`config.mk`:
```
export PLATFORM = sky130hd
export DESIGN_NAME = ascii_number_parser_core
export DESIGN_NICKNAME = d
export VERILOG_FILES = /design/src/anp_pkg.sv /design/src/anp_front.sv /design/src/anp_queue.sv /design/src/anp_back.sv /design/src/ascii_number_parser_core.sv
export SDC_FILE = /design/constraint.sdc
export NUM_CORES = 1
export LEC_CHECK = 0
export BUFFER_PORTS_ARGS = -buffer_cell sky130_fd_sc_hd__buf_2
export CORE_ASPECT_RATIO = 0.7
export CORE_MARGIN = 8
export CORE_UTILIZATION = 61
export CTS_BUF_LIST = sky130_fd_sc_hd__clkbuf_8 sky130_fd_sc_hd__clkbuf_16
export DETAILED_ROUTE_END_ITERATION = 7
export GPL_ROUTABILITY_DRIVEN = 0
export PLACE_DENSITY = 0.78
export SYNTH_ARGS = -nofsm -noshare
export SYNTH_HDL_FRONTEND = slang
export SYNTH_SLANG_ARGS = --single-unit
```
`constraint.sdc`:
```
create_clock -name clk_i -period 5.7 [get_ports clk_i]
set_clock_uncertainty 0.2 [all_clocks]
set_input_delay 1.14 -clock clk_i [delete_from_list [all_inputs] [get_ports clk_i]]
set_output_delay 1.14 -clock clk_i [all_outputs]
set_load 0.02 [all_outputs]
```
`src/anp_pkg.sv`:
```
// ----------------------------------------------------------------------------
// anp_pkg
// Shared types and constants for the ascii number parser: payload structs,
// the classified character record and the character codes it looks for.
// ----------------------------------------------------------------------------
package anp_pkg;

  // longest string that still fits: one prefix/terminator slot beyond digits
  localparam int MaxChars = 11;
  localparam int CharPosW = 4;
  localparam int ValueW   = 32;

  // decoupling queue between classifier and execution stage
  localparam int QDepth = 2;
  localparam int QPtrW  = $clog2(QDepth);
  localparam int QCntW  = $clog2(QDepth + 1);

  localparam logic [7:0] ChrNul   = 8'h00;
  localparam logic [7:0] ChrZero  = 8'h30;
  localparam logic [7:0] ChrNine  = 8'h39;
  localparam logic [7:0] ChrUpA   = 8'h41;
  localparam logic [7:0] ChrUpF   = 8'h46;
  localparam logic [7:0] ChrUpK   = 8'h4B;
  localparam logic [7:0] ChrUpM   = 8'h4D;
  localparam logic [7:0] ChrUpX   = 8'h58;
  localparam logic [7:0] ChrLowA  = 8'h61;
  localparam logic [7:0] ChrLowF  = 8'h66;
  localparam logic [7:0] ChrLowK  = 8'h6B;
  localparam logic [7:0] ChrLowM  = 8'h6D;
  localparam logic [7:0] ChrLowX  = 8'h78;

  // letter digits a-f / A-F: low nibble plus this gives 10..15
  localparam logic [3:0] HexLetterAdj = 4'd9;

  // shift amounts for the kilo and mega suffixes
  localparam int KiloShift = 10;
  localparam int MegaShift = 20;

  typedef struct packed {
    logic [7:0] char_code;
    logic       string_start;
  } in_t;

  typedef struct packed {
    logic              ok;
    logic [ValueW-1:0] value;
  } out_t;

  // one character after classification
  typedef struct packed {
    logic       start;
    logic       is_nul;
    logic       is_x;
    logic       is_k;
    logic       is_m;
    logic       is_dec;
    logic       is_hex;
    logic [3:0] digit;
  } cls_t;

  typedef struct packed {
    logic             full;
    logic [QCntW-1:0] count;
  } q_status_t;

endpackage

```
`src/anp_front.sv`:
```
// ----------------------------------------------------------------------------
// anp_front
// Front end: takes characters from the input channel and decodes them into
// a classified record (digit value, terminator, suffix and prefix flags).
// ----------------------------------------------------------------------------
module anp_front (
  input  logic          in_valid_i,
  output logic          in_ready_o,
  input  anp_pkg::in_t  in_data_i,
  output logic          push_valid_o,
  input  logic          push_ready_i,
  output anp_pkg::cls_t push_data_o
);
  import anp_pkg::*;

  logic [7:0] c;
  logic       lower_hex;
  logic       upper_hex;

  assign c            = in_data_i.char_code;
  assign in_ready_o   = push_ready_i;
  assign push_valid_o = in_valid_i;

  always_comb begin
    lower_hex = (c >= ChrLowA) && (c <= ChrLowF);
    upper_hex = (c >= ChrUpA) && (c <= ChrUpF);

    push_data_o.start  = in_data_i.string_start;
    push_data_o.is_nul = (c == ChrNul);
    push_data_o.is_x   = (c == ChrLowX) || (c == ChrUpX);
    push_data_o.is_k   = (c == ChrLowK) || (c == ChrUpK);
    push_data_o.is_m   = (c == ChrLowM) || (c == ChrUpM);
    push_data_o.is_dec = (c >= ChrZero) && (c <= ChrNine);
    push_data_o.is_hex = push_data_o.is_dec || lower_hex || upper_hex;
    // ascii digits and letters share the low nibble layout
    push_data_o.digit  = push_data_o.is_dec ? c[3:0] : c[3:0] + HexLetterAdj;
  end

endmodule

```
`src/anp_queue.sv`:
```
// ----------------------------------------------------------------------------
// anp_queue
// Small fifo of classified characters that decouples the front end from the
// execution stage; push and pop may happen in the same cycle.
// ----------------------------------------------------------------------------
module anp_queue (
  input  logic               clk_i,
  input  logic               rst_ni,
  input  logic               push_valid_i,
  output logic               push_ready_o,
  input  anp_pkg::cls_t      push_data_i,
  output logic               pop_valid_o,
  input  logic               pop_i,
  output anp_pkg::cls_t      pop_data_o,
  output anp_pkg::q_status_t status_o
);
  import anp_pkg::*;

  cls_t             mem_q [QDepth];
  logic [QPtrW-1:0] wr_ptr_q, wr_ptr_d;
  logic [QPtrW-1:0] rd_ptr_q, rd_ptr_d;
  logic [QCntW-1:0] count_q, count_d;
  logic             push;
  logic             pop;

  assign push_ready_o = (count_q != QCntW'(QDepth));
  assign pop_valid_o  = (count_q != '0);
  assign push         = push_valid_i && push_ready_o;
  assign pop          = pop_i && pop_valid_o;
  assign pop_data_o   = mem_q[rd_ptr_q];

  assign status_o.full  = !push_ready_o;
  assign status_o.count = count_q;

  function automatic logic [QPtrW-1:0] ptr_inc(input logic [QPtrW-1:0] p);
    ptr_inc = (p == QPtrW'(QDepth - 1)) ? '0 : p + 1'b1;
  endfunction

  always_comb begin
    wr_ptr_d = push ? ptr_inc(wr_ptr_q) : wr_ptr_q;
    rd_ptr_d = pop ? ptr_inc(rd_ptr_q) : rd_ptr_q;
    count_d  = count_q;
    if (push && !pop) begin
      count_d = count_q + 1'b1;
    end else if (pop && !push) begin
      count_d = count_q - 1'b1;
    end
  end

  always_ff @(posedge clk_i or negedge rst_ni) begin
    if (!rst_ni) begin
      wr_ptr_q <= '0;
      rd_ptr_q <= '0;
      count_q  <= '0;
    end else begin
      wr_ptr_q <= wr_ptr_d;
      rd_ptr_q <= rd_ptr_d;
      count_q  <= count_d;
    end
  end

  always_ff @(posedge clk_i) begin
    if (push) begin
      mem_q[wr_ptr_q] <= push_data_i;
    end
  end

endmodule

```
`src/anp_back.sv`:
```
// ----------------------------------------------------------------------------
// anp_back
// Execution stage: holds parse state, applies one classified character per
// cycle while the output register can take a result, which it places there.
// ----------------------------------------------------------------------------
module anp_back (
  input  logic          clk_i,
  input  logic          rst_ni,
  input  logic          q_valid_i,
  input  anp_pkg::cls_t q_data_i,
  output logic          pop_o,
  output logic          out_valid_o,
  input  logic          out_ready_i,
  output anp_pkg::out_t out_data_o
);
  import anp_pkg::*;

  logic [CharPosW-1:0] pos_q, pos_d;
  logic                hex_q, hex_d;
  logic                decided_q, decided_d;
  logic [ValueW-1:0]   acc_q, acc_d;
  logic                out_valid_q, out_valid_d;
  out_t                out_data_q, out_data_d;

  logic [CharPosW-1:0] pos;
  logic                hex;
  logic [ValueW-1:0]   acc;
  logic                active;
  logic                done;
  logic                ok;
  logic [ValueW-1:0]   val;
  logic                hex_n;
  logic [ValueW-1:0]   acc_n;

  // take a character whenever the output register can hold a new result
  assign pop_o       = q_valid_i && (!out_valid_q || out_ready_i);
  assign out_valid_o = out_valid_q;
  assign out_data_o  = out_data_q;

  always_comb begin
    // a string start clears the state before the character is applied
    pos    = q_data_i.start ? '0 : pos_q;
    hex    = q_data_i.start ? 1'b0 : hex_q;
    acc    = q_data_i.start ? '0 : acc_q;
    active = q_data_i.start || !decided_q;

    done  = 1'b0;
    ok    = 1'b0;
    val   = '0;
    hex_n = hex;
    acc_n = acc;

    if (hex) begin
      if (q_data_i.is_nul) begin
        done = 1'b1;
        ok   = 1'b1;
        val  = acc;
      end else if (pos >= CharPosW'(MaxChars) || !q_data_i.is_hex) begin
        done = 1'b1;
      end else begin
        acc_n = {acc[ValueW-5:0], q_data_i.digit};
      end
    end else begin
      if (pos == CharPosW'(1) && acc == '0 && q_data_i.is_x) begin
        hex_n = 1'b1;
      end else if (q_data_i.is_nul) begin
        done = 1'b1;
        ok   = 1'b1;
        val  = acc;
      end else if (q_data_i.is_k && pos != '0) begin
        done = 1'b1;
        ok   = 1'b1;
        val  = acc << KiloShift;
      end else if (q_data_i.is_m && pos != '0) begin
        done = 1'b1;
        ok   = 1'b1;
        val  = acc << MegaShift;
      end else if (q_data_i.is_dec && pos < CharPosW'(MaxChars - 1)) begin
        // times ten as two shifts and an add
        acc_n = (acc << 3) + (acc << 1) + ValueW'(q_data_i.digit);
      end else begin
        done = 1'b1;
      end
    end

    pos_d     = pos_q;
    hex_d     = hex_q;
    decided_d = decided_q;
    acc_d     = acc_q;
    if (pop_o && active) begin
      hex_d     = hex_n;
      acc_d     = acc_n;
      decided_d = done;
      if (done || pos == '1) begin
        pos_d = pos;
      end else begin
        pos_d = pos + 1'b1;
      end
    end

    out_valid_d = out_valid_q && !out_ready_i;
    out_data_d  = out_data_q;
    if (pop_o && active && done) begin
      out_valid_d      = 1'b1;
      out_data_d.ok    = ok;
      out_data_d.value = val;
    end
  end

  always_ff @(posedge clk_i or negedge rst_ni) begin
    if (!rst_ni) begin
      pos_q       <= '0;
      hex_q       <= 1'b0;
      decided_q   <= 1'b1;
      acc_q       <= '0;
      out_valid_q <= 1'b0;
    end else begin
      pos_q       <= pos_d;
      hex_q       <= hex_d;
      decided_q   <= decided_d;
      acc_q       <= acc_d;
      out_valid_q <= out_valid_d;
    end
  end

  always_ff @(posedge clk_i) begin
    out_data_q <= out_data_d;
  end

endmodule

```
`src/ascii_number_parser_core.sv`:
```
// ----------------------------------------------------------------------------
// ascii_number_parser_core
// Parses a stream of ascii characters into 32-bit unsigned values.
// ----------------------------------------------------------------------------
// The block takes one character per clock cycle while the queue has room,
// and answers each string with a single (ok, value) transaction once its
// outcome is known: a 0x/0X prefix selects hex, otherwise decimal with
// optional k/m suffix. A character is decoded in the front end, waits in a
// two-entry queue and is applied by the execution stage, whose shift-add
// update sets the rate of one character per cycle; the deciding character
// is registered in the queue and its result in the output register.
// Back-pressure on the output only stalls input once the queue has filled.
// Characters before the first string start or after a decision are consumed
// without a result.
module ascii_number_parser_core (
  input  logic          clk_i,
  input  logic          rst_ni,
  input  logic          in_valid_i,
  output logic          in_ready_o,
  input  anp_pkg::in_t  in_data_i,
  output logic          out_valid_o,
  input  logic          out_ready_i,
  output anp_pkg::out_t out_data_o
);
  import anp_pkg::*;

  logic      push_valid;
  logic      push_ready;
  cls_t      push_data;
  logic      q_valid;
  cls_t      q_data;
  logic      pop;
  q_status_t q_status;

  anp_front u_front (
    .in_valid_i   (in_valid_i),
    .in_ready_o   (in_ready_o),
    .in_data_i    (in_data_i),
    .push_valid_o (push_valid),
    .push_ready_i (push_ready),
    .push_data_o  (push_data)
  );

  anp_queue u_queue (
    .clk_i        (clk_i),
    .rst_ni       (rst_ni),
    .push_valid_i (push_valid),
    .push_ready_o (push_ready),
    .push_data_i  (push_data),
    .pop_valid_o  (q_valid),
    .pop_i        (pop),
    .pop_data_o   (q_data),
    .status_o     (q_status)
  );

  anp_back u_back (
    .clk_i       (clk_i),
    .rst_ni      (rst_ni),
    .q_valid_i   (q_valid),
    .q_data_i    (q_data),
    .pop_o       (pop),
    .out_valid_o (out_valid_o),
    .out_ready_i (out_ready_i),
    .out_data_o  (out_data_o)
  );

  // a failed parse always reports a zero value
  a_fail_zero : assert property (@(posedge clk_i) disable iff (!rst_ni)
    out_valid_o && !out_data_o.ok |-> out_data_o.value == '0)
    else $error("invalid result carries nonzero value");

  // a new result only follows a character taken from the queue
  a_result_from_pop : assert property (@(posedge clk_i) disable iff (!rst_ni)
    $rose(out_valid_o) |-> $past(pop))
    else $error("result without a consumed character");

  // the execution stage never pops an empty queue
  a_pop_nonempty : assert property (@(posedge clk_i) disable iff (!rst_ni)
    pop |-> q_valid && q_status.count != '0)
    else $error("pop from empty queue");

  // input is only taken while the queue has room
  a_push_room : assert property (@(posedge clk_i) disable iff (!rst_ni)
    in_valid_i && in_ready_o |-> !q_status.full && q_status.count != QCntW'(QDepth))
    else $error("character accepted into full queue");

endmodule

```
Word level (Yosys, flattened, before mapping):

Memory sizes are Yosys's and may differ from the RTL's.
Index checks and enable logic that the tools add are counted.
W data, S select, Z words.

* logic and storage cells: 114
* bits in read-only memories: 0
* output and inout bits: 35
* input bits: 13
* bits in latches: 0
* register bits after elaboration: 76
* memories kept: 1
* RAM bits: 22

Memories
* u_queue.mem_q: words 2, bits a word 11, rd ports 1, clocked after Yosys merged registers in 0, write ports 1, line anp_queue.sv:19 `cls_t mem_q [QDepth];`

* div/mod/pow operators: 0
* order comparisons: 8
* add/sub/neg operators: 8
* shifts and indexed selects: 0
* reduce and logical (&&, ||, !) cells: 36
* eq/ne operators: 9
* bitwise operators: 0
* $mul: 0
* multiplexer cells: 42

Operators with widths (number)
* $mux W32: 15
* $eq A8 B7 Y1 const B: 6
* $add A32 B32 Y32: 1
* $add A32 B4 Y32: 1
* $logic_not A32 Y1: 1
* $mux W1: 22
* $ge A8 B7 Y1 const B: 2
* $le A8 B7 Y1 const B: 2
* $logic_and A1 B1 Y1: 16
* $mux W4: 3
* $logic_or A1 B1 Y1: 9
* $ge A8 B6 Y1 const B: 1
* $le A8 B6 Y1 const B: 1
* $logic_not A8 Y1: 1
* $logic_not A1 Y1: 6
* $add A4 B1 Y4 const B: 1
* $add A4 B4 Y4 const B: 1
* $eq A4 B1 Y1 const B: 1
* $eq A4 B4 Y1 const B: 1
* $ge A4 B4 Y1 const B: 1
* $lt A4 B4 Y1 const B: 1
* $mux W2: 2
* $reduce_bool A2 Y1: 2
* $reduce_bool A4 Y1: 1
* other kinds (4): 5

Longest topological paths before layout:

Gate-level depths: netlist (run 1).
An unclocked memory read counts as a cell.

* word-level depth: 12
* depth in mapped cells: 18
* depth with buffers taken out: 16

Modules after synthesis:

From an unflattened synthesis (run 1), not the netlist that was laid out.

* cells, all modules: 788
* area, all modules: 7169.4 µm²

Modules (own cells, without submodules)
* anp_back: area each 5845.6 µm², cells an instance 692, seq. area each 1968.1 µm², instances 1
* anp_queue: area each 1011.0 µm², cells an instance 53, seq. area each 760.7 µm², instances 1
* anp_front: area each 312.8 µm², cells an instance 43, seq. area each 0.0 µm², instances 1

Least setup slack after synthesis (run 1):

Ideal clock, no wire load.

* kind: register to register
* start point: reg u_queue.rd_ptr_q
* end point: reg u_back.out_data_q (netlist bit u_back.out_data_o[0]) (enable)
* slack: 1.677 ns
* setup time: 0.388 ns
* buffers on the path: 4
* data required time: 5.112 ns
* cell stages (with the launch flop): 14
* data arrival time: 3.435 ns
* clock period less this slack: 4.023 ns
* cells stage by stage: dfrtp_1 -> buf_6 -> mux2i_2 -> clkbuf_1 -> clkbuf_1 -> clkbuf_1 -> nand2_1 -> ha_1 -> o21a_1 -> o31a_1 -> and3_4 -> o21a_1 -> nand2b_1 -> inv_1

* word-level cells in the longest chain between the ends: 11
* elaborated cells on any way between the ends: 27
* those cells by class: order compare: 2; eq/ne: 1; mux: 11; reduce/logical: 12; memory: 1

RTL lines
* start: declaration: line anp_queue.sv:21 `logic [QPtrW-1:0] rd_ptr_q, rd_ptr_d;`
* start signal: assignment: line anp_queue.sv:57 `rd_ptr_q <= rd_ptr_d;`
* $mem_v2 Z2 W11 (*)
* $mux W4: line anp_back.sv:42 `pos = q_data_i.start ? '0 : pos_q;`
* $lt A4 B4 Y1: line anp_back.sv:78 `end else if (q_data_i.is_dec && pos < CharPosW'(MaxChars - 1)) begin`
* $logic_and A1 B1 Y1: line anp_back.sv:78
* $mux W1: line anp_back.sv:78
* $mux W1: line anp_back.sv:74 `end else if (q_data_i.is_m && pos != '0) begin`
* $mux W1: line anp_back.sv:70 `end else if (q_data_i.is_k && pos != '0) begin`
* $mux W1: line anp_back.sv:66 `end else if (q_data_i.is_nul) begin`
* $mux W1: line anp_back.sv:64 `if (pos == CharPosW'(1) && acc == '0 && q_data_i.is_x) begin`
* $mux W1: line anp_back.sv:53 `if (hex) begin`
* $logic_and A1 B1 Y1 (*): line anp_back.sv:103 `if (pop_o && active && done) begin`
* end signal: assignment: line anp_back.sv:127 `out_data_q <= out_data_d;`
* end: declaration: line anp_back.sv:23 `out_t out_data_q, out_data_d;`

Mark *: on every way between the ends. The rest lies on a longest branch, timed or not.
A chain may end at the register's enable or synchronous reset.

Worst setup path in the final report (run 1):

* start point: reg u_queue.rd_ptr_q
* end point: reg u_back.acc_q[24]

* word-level cells in the longest chain between the ends: 10
* elaborated cells on any way between the ends: 28
* those cells by class: add/sub: 2; order compare: 2; eq/ne: 1; mux: 11; reduce/logical: 11; memory: 1

RTL lines
* $mem_v2 Z2 W11 (*)
* $mux W32 / $mux W4 (equally long branches): line anp_back.sv:44, anp_back.sv:42
* $add A32 B32 Y32 / $lt A4 B4 Y1 (equally long branches): line anp_back.sv:80, anp_back.sv:78
* $add A32 B4 Y32 / $logic_and A1 B1 Y1 (equally long branches): line anp_back.sv:80, anp_back.sv:78
* $mux W32: line anp_back.sv:78
* $mux W32: line anp_back.sv:74
* $mux W32: line anp_back.sv:70
* $mux W32: line anp_back.sv:66
* $mux W32: line anp_back.sv:64
* $mux W32: line anp_back.sv:53
* end signal: assignment: line anp_back.sv:115 `acc_q <= '0;`
* end signal: assignment: line anp_back.sv:121 `acc_q <= acc_d;`
* end: declaration: line anp_back.sv:21 `logic [ValueW-1:0] acc_q, acc_d;`

Marked as above.

==> flow_summary_export.csv, run 1 <==
group,metric,value,unit
critical_path,cp.arrival,4410,ps
floorplan,die_h,104,um
routing,drt_wl_total,17.3,mm
pwr,switchingPower,1.69,mW
sta,max_freq,228,MHz
sta,rsz0062_at_grt,"false",
clock_network,htree_levels,3,
clock_network,cts_tree,"yes",
routing,routedWlPerCell,19.6,um
clock_network,postCtsResizedCells,0,
cells_and_area,nets,804,
pwr,seq_power_share,33.8,%
outcome,outcome,"complete, no violations",
global_routing,grt_max_degree,44,
yosys,synth_area,0.00669,sq mm
placed_design,dp.cells,866,
cells_and_area,n_antenna_cell,0,
yosys,synth_seq_cells,98,
yosys,synthArstFlopShare,43.9,%
yosys,netlist_instances,689,
sta,max-slew-margin-rel,15.4,%
pwr,vdd_ir_drop_max,0.000355,V
clock_network,worstSkewPairLatency,350,ps
cells_and_area,drive_gt1_share,11.5,%
yosys,yosys.cell_types.count,67,
yosys,synth_flop_cell,"edfxtp_1",
pwr,pwr-share-comb,49.7,%
clock_network,cts_setup_buffers,0,
pwr,power_density,510,mW/mm^2
clock_network,clk_path_buf_depth,2,
critical_path,path_max_fanout,43,
critical_path,cp.required,5720,ps
routing,first_iter_violations,578,
sta,setup_ws,1310,ps
critical_path,worstReg2RegEnd,"u_back.acc_q[24]$_DFFE_PN0P_",
floorplan,initial_utilization,61.7,%
hold_path,min_to,"u_back.decided_q$_DFFE_PN1P_",
floorplan,num_rows,32,
pwr,p_clk_share,16.5,%
sta,final-hold-violation-count,0,
yosys,syn_area_per_cell,9.71,sq um
cells_and_area,final_cell_count_no_fill,882,
global_routing,globalRouteOverflowTotal,0,
placed_design,port_buffers,47,
pwr,swShare,45.5,%
critical_path,worstReg2RegStart,"u_queue.rd_ptr_q$_DFFE_PN0P_",
sta,setup_viol,0,
run,maxCapViolations,0,
clock_network,cts.sinks,98,
routing,drt_pass1_iterations,5,
global_routing,antenna_found_initial,0,
cells_and_area,fin_area,0.00731,sq mm
critical_path,path_class,"reg -> reg",
floorplan,io_pins,48,
pwr,p_leak,3.31,nW
cells_and_area,syn2layout_area_growth,9.24,%
sta,worstMarginPinSlew,1260,ps
placed_design,hpwl,13.1,mm
clock_network,clk_pin_slew,70,ps
floorplan,core_area,0.0109,sq mm
yosys,ys_seq_area_share,40.8,%
hold_path,hp-start,"u_back.decided_q$_DFFE_PN1P_",
placed_design,pre_cts_ws,1440,ps
floorplan,die_x,141,um
global_routing,grt_pass1_wl,28.5,mm
routing,vias_per_cell,6.49,
pwr,p_int,2.03,mW
yosys,ys_warn_count,0,
clock_network,cts_root_buf,"clkbuf_16",
yosys,synth_edf_count,55,
hold_path,hold_path_depth,2,
sta,drv_slew,0,
hold_path,min_path_type,"reg -> reg",
clock_network,numCtsBuffers,9,
critical_path,reg2reg_setup_slack,1310,ps
global_routing,grt_pass1_vias,5466,
sta,post-route-period-util,76.9,%
routing,ant_nets,0,
sta,tns,0,ps
critical_path,r2r_cells,16,
critical_path,start_kind,"flop",
routing,via_count,5727,
yosys,syn_nets,769,
global_routing,track_usage,24.0,%
floorplan,die-area,0.0146,sq mm
routing,drc,0,
clock_network,postCtsHoldBufs,0,
critical_path,end_kind,"flop",
placed_design,placed_cell_area,0.00701,sq mm
sta,fin_crit,4390,ps
-- power by group through the flow --
stage	Combinational [mW]	Sequential, mW	Clock [mW]
finish	1.85	1.26	0.614
global route	2.02	1.28	0.649
CTS	1.82	1.25	0.620
detailed placement	1.81	1.27	0
global placement	1.77	1.26	0
floorplan	1.19	1.38	0
-- cell usage in the layout, fill, tap and decap left out, types with 6 or more instances in the layout --
cell type   n
a21o_1     15
a21oi_1    38
a221oi_1    7
a22o_1     11
a22oi_1    24
a31oi_1     7
and2_1     26
and3_1      7
buf_2      47
clkbuf_16   9
dfrtp_1    42
edfxtp_1   55
ha_1       66
inv_1      20
mux2_2      6
nand2_1    68
nand2b_1   14
nand3_1    13
nor2_1     53
nor3_1     14
nor4_1      9
o21ai_0    45
o21ai_1     9
xnor2_1    22
xor2_1     16
-- cell type report --
cell class / count / area (sq um)
Clock buffer: 9 / 225
Clock inverter: 7 / 75.1
Fill cell: 839 / 3540
Inverter: 20 / 75.1
Multi-Input combinational cell: 544 / 3750
Sequential cell: 98 / 2730
Tap cell: 153 / 191
Timing Repair Buffer: 51 / 265
-- kinds of logic after synthesis --
kind of cell,share of synthesized area [%]
compound gates,19.6
buf+inv,3.25
fa+ha+maj,12.6
xor+xnor,4.97
simple gates,16.4
flops,40.8
mux,2.34
-- stage by stage --
stage / hold slack, ps / util (%) / power, mW
final: 288 / 67.4 / 3.72
after global routing: 302 / 67.4 / 3.95
after CTS: 288 / 67.4 / 3.70
after detailed placement: 278 / 64.6 / 3.08
after global placement: 270 / 64.6 / 3.02
after floorplan: 247 / - / 2.57
-- per-layer routing --
| metal | routed length (um) | vias up | GRT usage, % |
|---|---|---|---|
| met5 | 0 | - | 0 |
| met4 | 399 | 0 | 7.87 |
| met3 | 1800 | 34 | 6.37 |
| met2 | 7190 | 331 | 33.8 |
| met1 | 7890 | 2731 | 34.9 |
| li1 | - | 2631 | - |
-- state kept, by name, indices dropped and copies added (netlist names) --
name and cells:
u_back.acc_q 32, u_back.decided_q 1, u_back.hex_q 1, u_back.out_data_o 33, u_back.out_valid_o 1, u_back.pos_q 4, u_queue.count_q 2, u_queue.mem_q 22
u_queue.rd_ptr_q 1, u_queue.wr_ptr_q 1
-- cell usage after synthesis (15+ instances only) --
cell type,number,share of area (%)
a21o_1,15,1.7
a21oi_1,38,2.8
a22oi_1,24,2.7
and2_1,26,2.4
clkbuf_1,17,0.95
dfrtp_1,42,16
edfxtp_1,55,25
ha_1,66,12
inv_1,20,1.1
nand2_1,68,3.8
nor2_1,53,3.0
o21ai_0,45,3.4
xnor2_1,22,2.9
xor2_1,16,2.1
-- worst max path at each step --
| stage | depth (start not counted) | start | slack [ps] | endpoint |
|---|---|---|---|---|
| final | 16 | u_queue.rd_ptr_q$_DFFE_PN0P_ | 1310 | u_back.acc_q[24]$_DFFE_PN0P_ |
| after global placement | 16 | u_queue.rd_ptr_q$_DFFE_PN0P_ | 1550 | u_back.acc_q[30]$_DFFE_PN0P_ |
| after detailed placement | 16 | u_queue.rd_ptr_q$_DFFE_PN0P_ | 1440 | u_back.acc_q[30]$_DFFE_PN0P_ |
| after global routing | 16 | u_queue.rd_ptr_q$_DFFE_PN0P_ | 1010 | u_back.acc_q[24]$_DFFE_PN0P_ |
| after CTS | 16 | u_queue.rd_ptr_q$_DFFE_PN0P_ | 1420 | u_back.acc_q[30]$_DFFE_PN0P_ |
| after floorplan | 13 | u_queue.rd_ptr_q$_DFFE_PN0P_ | 1680 | u_back.out_data_o[0]$_DFFE_PP_ |
-- critical path: stages (launching register included) --
cell and delay (ps):
dfrtp_1 320, buf_4 260, mux2i_2 270, buf_4 390
nand2_1 220, inv_1 130, ha_1 240, ha_1 350
nor2b_1 180, o311a_1 310, o21ai_1 310, nor2_1 80
nor3_1 420, o31ai_1 120, a21oi_1 190, xor2_1 170
o21ai_0 80
Power figures use the tool's default switching activity.
==> run 2, diff against run 1 <==
ABC_AREA = 1   (was not set)
CORE_UTILIZATION = 63   (was 61)
PLACE_DENSITY = 0.79   (was 0.78)
clock period = 4.1 ns   (was 5.7 ns; I/O delays follow)
==> run 2 against run 1 <==
Final cell count increased by 60%. Combinational power up 150%. Clock power is 39% higher. Critical path type unchanged. Largest cell class unchanged.
==> flow_summary_export.csv, run 2 <==
group,metric,value,unit
cells_and_area,syn2layout_area_growth,10.1,%
floorplan,die_x,151,um
critical_path,cp.arrival,3940,ps
routing,drc,0,
routing,routedWlPerCell,17.6,um
cells_and_area,nets,1326,
critical_path,end_kind,"flop",
global_routing,grt_pass1_vias,7356,
floorplan,io_pins,48,
global_routing,track_usage,28.9,%
cells_and_area,final_util,71.5,%
clock_network,htree_levels,3,
yosys,synth_top_area_share,20.4,%
yosys,synth_area,0.00809,sq mm
clock_network,cts_root_buf,"clkbuf_16",
yosys,synth_flop_cell,"edfxtp_1",
sta,post-route-period-util,94.4,%
global_routing,antenna_found_initial,0,
global_routing,grt_pass1_wl,38.6,mm
yosys,synth_seq_cells,98,
clock_network,worstSkewPairLatency,340,ps
sta,holdWs,281,ps
cells_and_area,fin_area,0.00891,sq mm
routing,drt_pass1_iterations,6,
hold_path,min_path_type,"reg -> reg",
routing,via_count,8370,
critical_path,path_class,"reg -> reg",
outcome,outcome,"complete, no violations",
clock_network,clk_pin_slew,70,ps
clock_network,clk_path_buf_depth,2,
global_routing,grt_max_degree,46,
yosys,ys_top_cells_by_area,"edfxtp_1 (20%), nand2_1 (17%), dfrtp_1 (13%)",
critical_path,cp.required,4170,ps
pwr,power_density,818,mW/mm^2
pwr,p_leak,4.87,nW
yosys,syn_area_per_cell,6.81,sq um
cells_and_area,largest_reg_flops,33,
sta,rsz0062_at_grt,"false",
cells_and_area,n_antenna_cell,0,
floorplan,die-area,0.0168,sq mm
pwr,power.total,7.28,mW
yosys,syn_nets,1269,
clock_network,cts_setup_buffers,0,
floorplan,core_area,0.0125,sq mm
routing,ant_nets,0,
sta,tns,0,ps
placed_design,port_buffers,47,
cells_and_area,drive_gt1_share,9.11,%
global_routing,globalRouteOverflowTotal,0,
cells_and_area,final_cell_mix,"nand2_1 (360), inv_1 (171), nor2_1 (138)",
sta,fin_crit,3870,ps
yosys,ys_warn_count,0,
sta,setup_viol,0,
routing,vias_per_cell,5.92,
yosys,synth.most_common_cell,"nand2_1",
clock_network,cts_tree,"yes",
run,maxCapViolations,0,
routing,drt_wl_total,24.8,mm
yosys,ys_seq_area_share,33.7,%
critical_path,start_kind,"flop",
clock_network,cts.sinks,98,
floorplan,die_h,111,um
critical_path,path_max_fanout,16,
placed_design,hpwl,19.4,mm
clock_network,postCtsHoldBufs,0,
placed_design,placed_cell_area,0.00859,sq mm
pwr,vdd_ir_drop_max,0.000614,V
yosys,synth_edf_count,55,
sta,max_freq,258,MHz
yosys,synth_area_leader_cell,"edfxtp_1",
yosys,yosys.cell_types.count,45,
yosys,synth_common_cells,"nand2_1 (361), inv_1 (172), nor2_1 (140)",
clock_network,numCtsBuffers,9,
sta,max-slew-margin-rel,29.6,%
floorplan,num_rows,34,
routing,first_iter_violations,1386,
sta,drv_slew,0,
yosys,netlist_instances,1189,
floorplan,initial_utilization,64.9,%
sta,final-hold-violation-count,0,
cells_and_area,layout_commonest_cell,"nand2_1",
sta,worstMarginPinSlew,1060,ps
yosys,synthArstFlopShare,43.9,%
==> run 2: cell types whose count changed after synthesis, moves of 12 or more <==
cell,change
a21o_1,-12
and2_1,-24
nor2_1,+87
o22ai_1,+12
xnor2_1,-12
nand3_1,+73
a21oi_1,+29
nand2b_1,-14
inv_1,+152
a22oi_1,-24
nand2_1,+293
==> run 2: per-layer routing <==
| layer | part of all wire, % | track usage (%) |
|---|---|---|
| met5 | 0.21 | 0 |
| met4 | 2.1 | 6.05 |
| met3 | 15 | 11.6 |
| met2 | 40 | 39.4 |
| met1 | 42 | 41.7 |
==> run 2: power breakdown <==
part | leakage [nW] | internal [mW] | switching, mW
Clock | 0.150 | 0.480 | 0.377
Sequential | 1.07 | 1.58 | 0.254
Combinational | 3.65 | 1.44 | 3.15
Total | 4.87 | 3.50 | 3.78
==> run 2: logic make-up (layout without fill, tap and decap cells) <==
group,after synthesis,after routing,synth area share (%)
buffers and inverters,203,265,9.88
XOR/XNOR,23,23,2.49
adder cells (fa/ha/maj),67,67,10.5
AND/OR/NAND/NOR,628,628,32.0
multiplexers,1,1,0.124
flip-flops,98,98,33.7
AO/OA/AOI/OAI,169,169,11.3
==> run 2: area by class of cell <==
class / instances / area [sq um]
multi-input cells: 888 / 4580
repair buffers: 74 / 438
clock buffers: 9 / 225
clock inverters: 7 / 76.3
inverters: 175 / 657
fillers: 1078 / 3560
well taps: 162 / 203
flip-flops and latches: 98 / 2730
==> run 2: final timing paths <==
| path | start | endpoint | slack (ps) | depth (start not counted) |
|---|---|---|---|---|
| setup / recovery | u_queue.rd_ptr_q$_DFFE_PN0P_ | u_back.acc_q[28]$_DFFE_PN0P_ | 230 | 16 |
| hold / removal | u_back.decided_q$_DFFE_PN1P_ | u_back.decided_q$_DFFE_PN1P_ | 280 | 2 |
| setup reg to reg | u_queue.rd_ptr_q$_DFFE_PN0P_ | u_back.acc_q[28]$_DFFE_PN0P_ | 230 | 16 |
| hold reg to reg | u_back.decided_q$_DFFE_PN1P_ | u_back.decided_q$_DFFE_PN1P_ | 280 | 2 |
| max in group asynchronous | rst_ni | u_back.out_valid_o$_DFF_PN0_ | 2580 | 1 |
| min in group asynchronous | rst_ni | u_back.acc_q[25]$_DFFE_PN0P_ | 440 | 1 |
==> run 2: repair_timing <==
action	in CTS	in global routing
endpoints found under the setup margin	0	42
resized for setup	0	5
hold endpoints to repair	0	0
==> run 2: worst max-delay path, cell delays in order (launching register included) <==
cell	delay, ps
dfrtp_1	460
inv_2	210
nand2_1	90
nand2_2	170
buf_4	270
nand2_1	110
inv_1	250
ha_1	300
ha_1	380
nand2_1	140
nor4_1	510
nand3_1	250
nand2_1	130
nand2_1	60
nand3_1	70
nand2_1	50
a21oi_1	120
==> run 2: metrics by stage <==
stage / setup WS [ps] / cells
floorplan: 693 / 1189
global placement: 258 / 1397
detailed placement: 199 / 1397
CTS: 167 / 1413
global route: 28.4 / 1413
finish: 230 / 1413
==> run 3, diff against run 2 <==
BUFFER_PORTS_ARGS = -buffer_cell sky130_fd_sc_hd__clkbuf_2   (was -buffer_cell sky130_fd_sc_hd__buf_2)
==> run 3 against run 2 <==
The run now ends with design-rule violations left. Flip-flop and latch count is the same. Critical path depth grew 5. Count of clock-buffer cells in the layout is the same. Largest cell class unchanged. Critical path type unchanged. Register-to-register slack gained 60 ps. Combinational power shrank 0.9%. Worst setup slack gained 61 ps. Power shrank 0.13%. First-iteration DRC count shrank 7.6%. Hold slack lost 2.2 ps. Routed wire length shrank 1.7%.
==> flow_summary_export.csv, run 3 (synthesized netlist as in run 2, its figures left out) <==
group,metric,value,unit
outcome,outcome,"finished with violations",
outcome,failed_checks,"design-rule violations",
cells_and_area,largest_reg_flops,33,
placed_design,hpwl,19.4,mm
routing,routedWlPerCell,17.2,um
clock_network,cts_setup_buffers,0,
critical_path,critPathBufInv,4,
critical_path,end_kind,"flop",
clock_network,clk_path_buf_depth,2,
cells_and_area,multi_input_area,0.00458,sq mm
run,maxCapViolations,0,
routing,via_count,8366,
sta,max-slew-margin-rel,31.0,%
critical_path,r2r_cells,21,
cells_and_area,n_antenna_cell,0,
routing,first_iter_violations,1280,
critical_path,path_depth,21,
cells_and_area,nFillCells,1060,
floorplan,die_h,111,um
sta,rsz0062_at_grt,"false",
floorplan,die_x,151,um
floorplan,initial_utilization,64.9,%
pwr,vdd_ir_drop_max,0.000603,V
critical_path,path_common_cell,"nand2_1",
routing,vias_per_cell,5.91,
global_routing,antenna_found_initial,0,
pwr,power_density,815,mW/mm^2
critical_path,path_class,"reg -> reg",
sta,post-route-period-util,92.9,%
sta,setup_ws,291,ps
placed_design,port_buffers,47,
cells_and_area,fin_area,0.00893,sq mm
critical_path,start_kind,"flop",
global_routing,grt_pass1_vias,7524,
sta,max_freq,263,MHz
floorplan,num_rows,34,
clock_network,postCtsResizedCells,0,
global_routing,grt_pass1_wl,38.6,mm
global_routing,track_usage,28.9,%
routing,drc,7,
clock_network,postCtsHoldBufs,0,
cells_and_area,drive_gt1_share,9.26,%
clock_network,cts_root_buf,"clkbuf_16",
sta,tns,0,ps
global_routing,grt_max_degree,45,
sta,setup_viol,0,
hold_path,hold_path_depth,2,
pwr,p_leak,4.88,nW
routing,ant_nets,0,
critical_path,max_stage_delay,490,ps
clock_network,htree_levels,3,
critical_path,path_cells,"inv_2, nand2_1, nand2_2, buf_4, nand2_1, buf_4, inv_1, ha_1, ha_1, nand2_1, nor2_1, nand3_1, nand2_1, nand3_1, nand2_1, nand2_1, nand2_1, nand2_1, nand3_1, nand2_1, a21oi_1",
routing,drt_pass1_iterations,8,
clock_network,clk_pin_slew,70,ps
sta,fin_crit,3810,ps
critical_path,slowest_stage,"dfrtp_1",
clock_network,worstSkewPairLatency,350,ps
critical_path,cp.arrival,3890,ps
cells_and_area,nets,1328,
cells_and_area,syn2layout_area_growth,10.3,%
hold_path,min_path_type,"reg -> reg",
floorplan,die-area,0.0168,sq mm
critical_path,cp.required,4180,ps
floorplan,core_area,0.0125,sq mm
cells_and_area,final_cell_mix,"nand2_1 (360), inv_1 (171), nor2_1 (139)",
routing,drt_wl_total,24.4,mm
clock_network,cts_tree,"yes",
sta,worstMarginPinSlew,1030,ps
clock_network,numCtsBuffers,9,
floorplan,io_pins,48,
placed_design,pre_cts_ws,282,ps
placed_design,placed_cell_area,0.00861,sq mm
cells_and_area,ff_latch_area,0.00273,sq mm
sta,drv_slew,0,
critical_path,path_delay_family,"simple AND/OR/NAND/NOR gates",
sta,holdWs,279,ps
cells_and_area,layout_commonest_cell,"nand2_1",
global_routing,globalRouteOverflowTotal,0,
sta,final-hold-violation-count,0,
critical_path,path_max_fanout,13,
clock_network,cts.sinks,98,
==> run 3: tightest hold or removal path, delay by kind of cell, from the launching register on <==
kind	cells	cell delay, ps
flip-flops	1	370
AND/OR/NAND/NOR	2	110
==> run 3: power by group <==
part | switching (mW) | internal (mW) | total, mW
Clock | 0.389 | 0.485 | 0.874
Sequential | 0.262 | 1.58 | 1.85
Combinational | 3.11 | 1.44 | 4.55
Total | 3.77 | 3.51 | 7.27
==> run 3: path summary, 6_finish.rpt <==
kind / from / end / slack (ps)
worst max-delay path: u_queue.rd_ptr_q$_DFFE_PN0P_ / u_back.acc_q[25]$_DFFE_PN0P_ / 290
worst max register to register: u_queue.rd_ptr_q$_DFFE_PN0P_ / u_back.acc_q[25]$_DFFE_PN0P_ / 290
max in group asynchronous: rst_ni / u_back.decided_q$_DFFE_PN1P_ / 2550
min in group asynchronous: rst_ni / u_back.acc_q[25]$_DFFE_PN0P_ / 360
worst min register to register: u_back.decided_q$_DFFE_PN1P_ / u_back.decided_q$_DFFE_PN1P_ / 280
worst min-delay path: u_back.decided_q$_DFFE_PN1P_ / u_back.decided_q$_DFFE_PN1P_ / 280
==> run 3: area by class of cell <==
| cell class | count | area share (%) |
|---|---|---|
| clock buffer | 9 | 2.52 |
| sequential | 98 | 30.6 |
| multi-input combinational | 888 | 51.3 |
| timing repair buffer | 76 | 5.07 |
| tap | 162 | 2.27 |
| inverter | 175 | 7.36 |
| clock inverter | 7 | 0.953 |
==> run 3: through the flow <==
stage	power (mW)	instances	util [%]
floorplan	4.97	1189	-
global placement	6.18	1399	69.1
detailed placement	6.26	1399	69.1
CTS	7.15	1415	71.6
global route	7.82	1415	71.6
finish	7.28	1415	71.6
==> run 3: per-layer routing <==
layer	vias up	wire length, um	GRT usage, %
li1	3973	-	-
met1	3715	10200	41.7
met2	594	9820	40.1
met3	84	3740	9.46
met4	0	624	7.69
met5	-	0	0
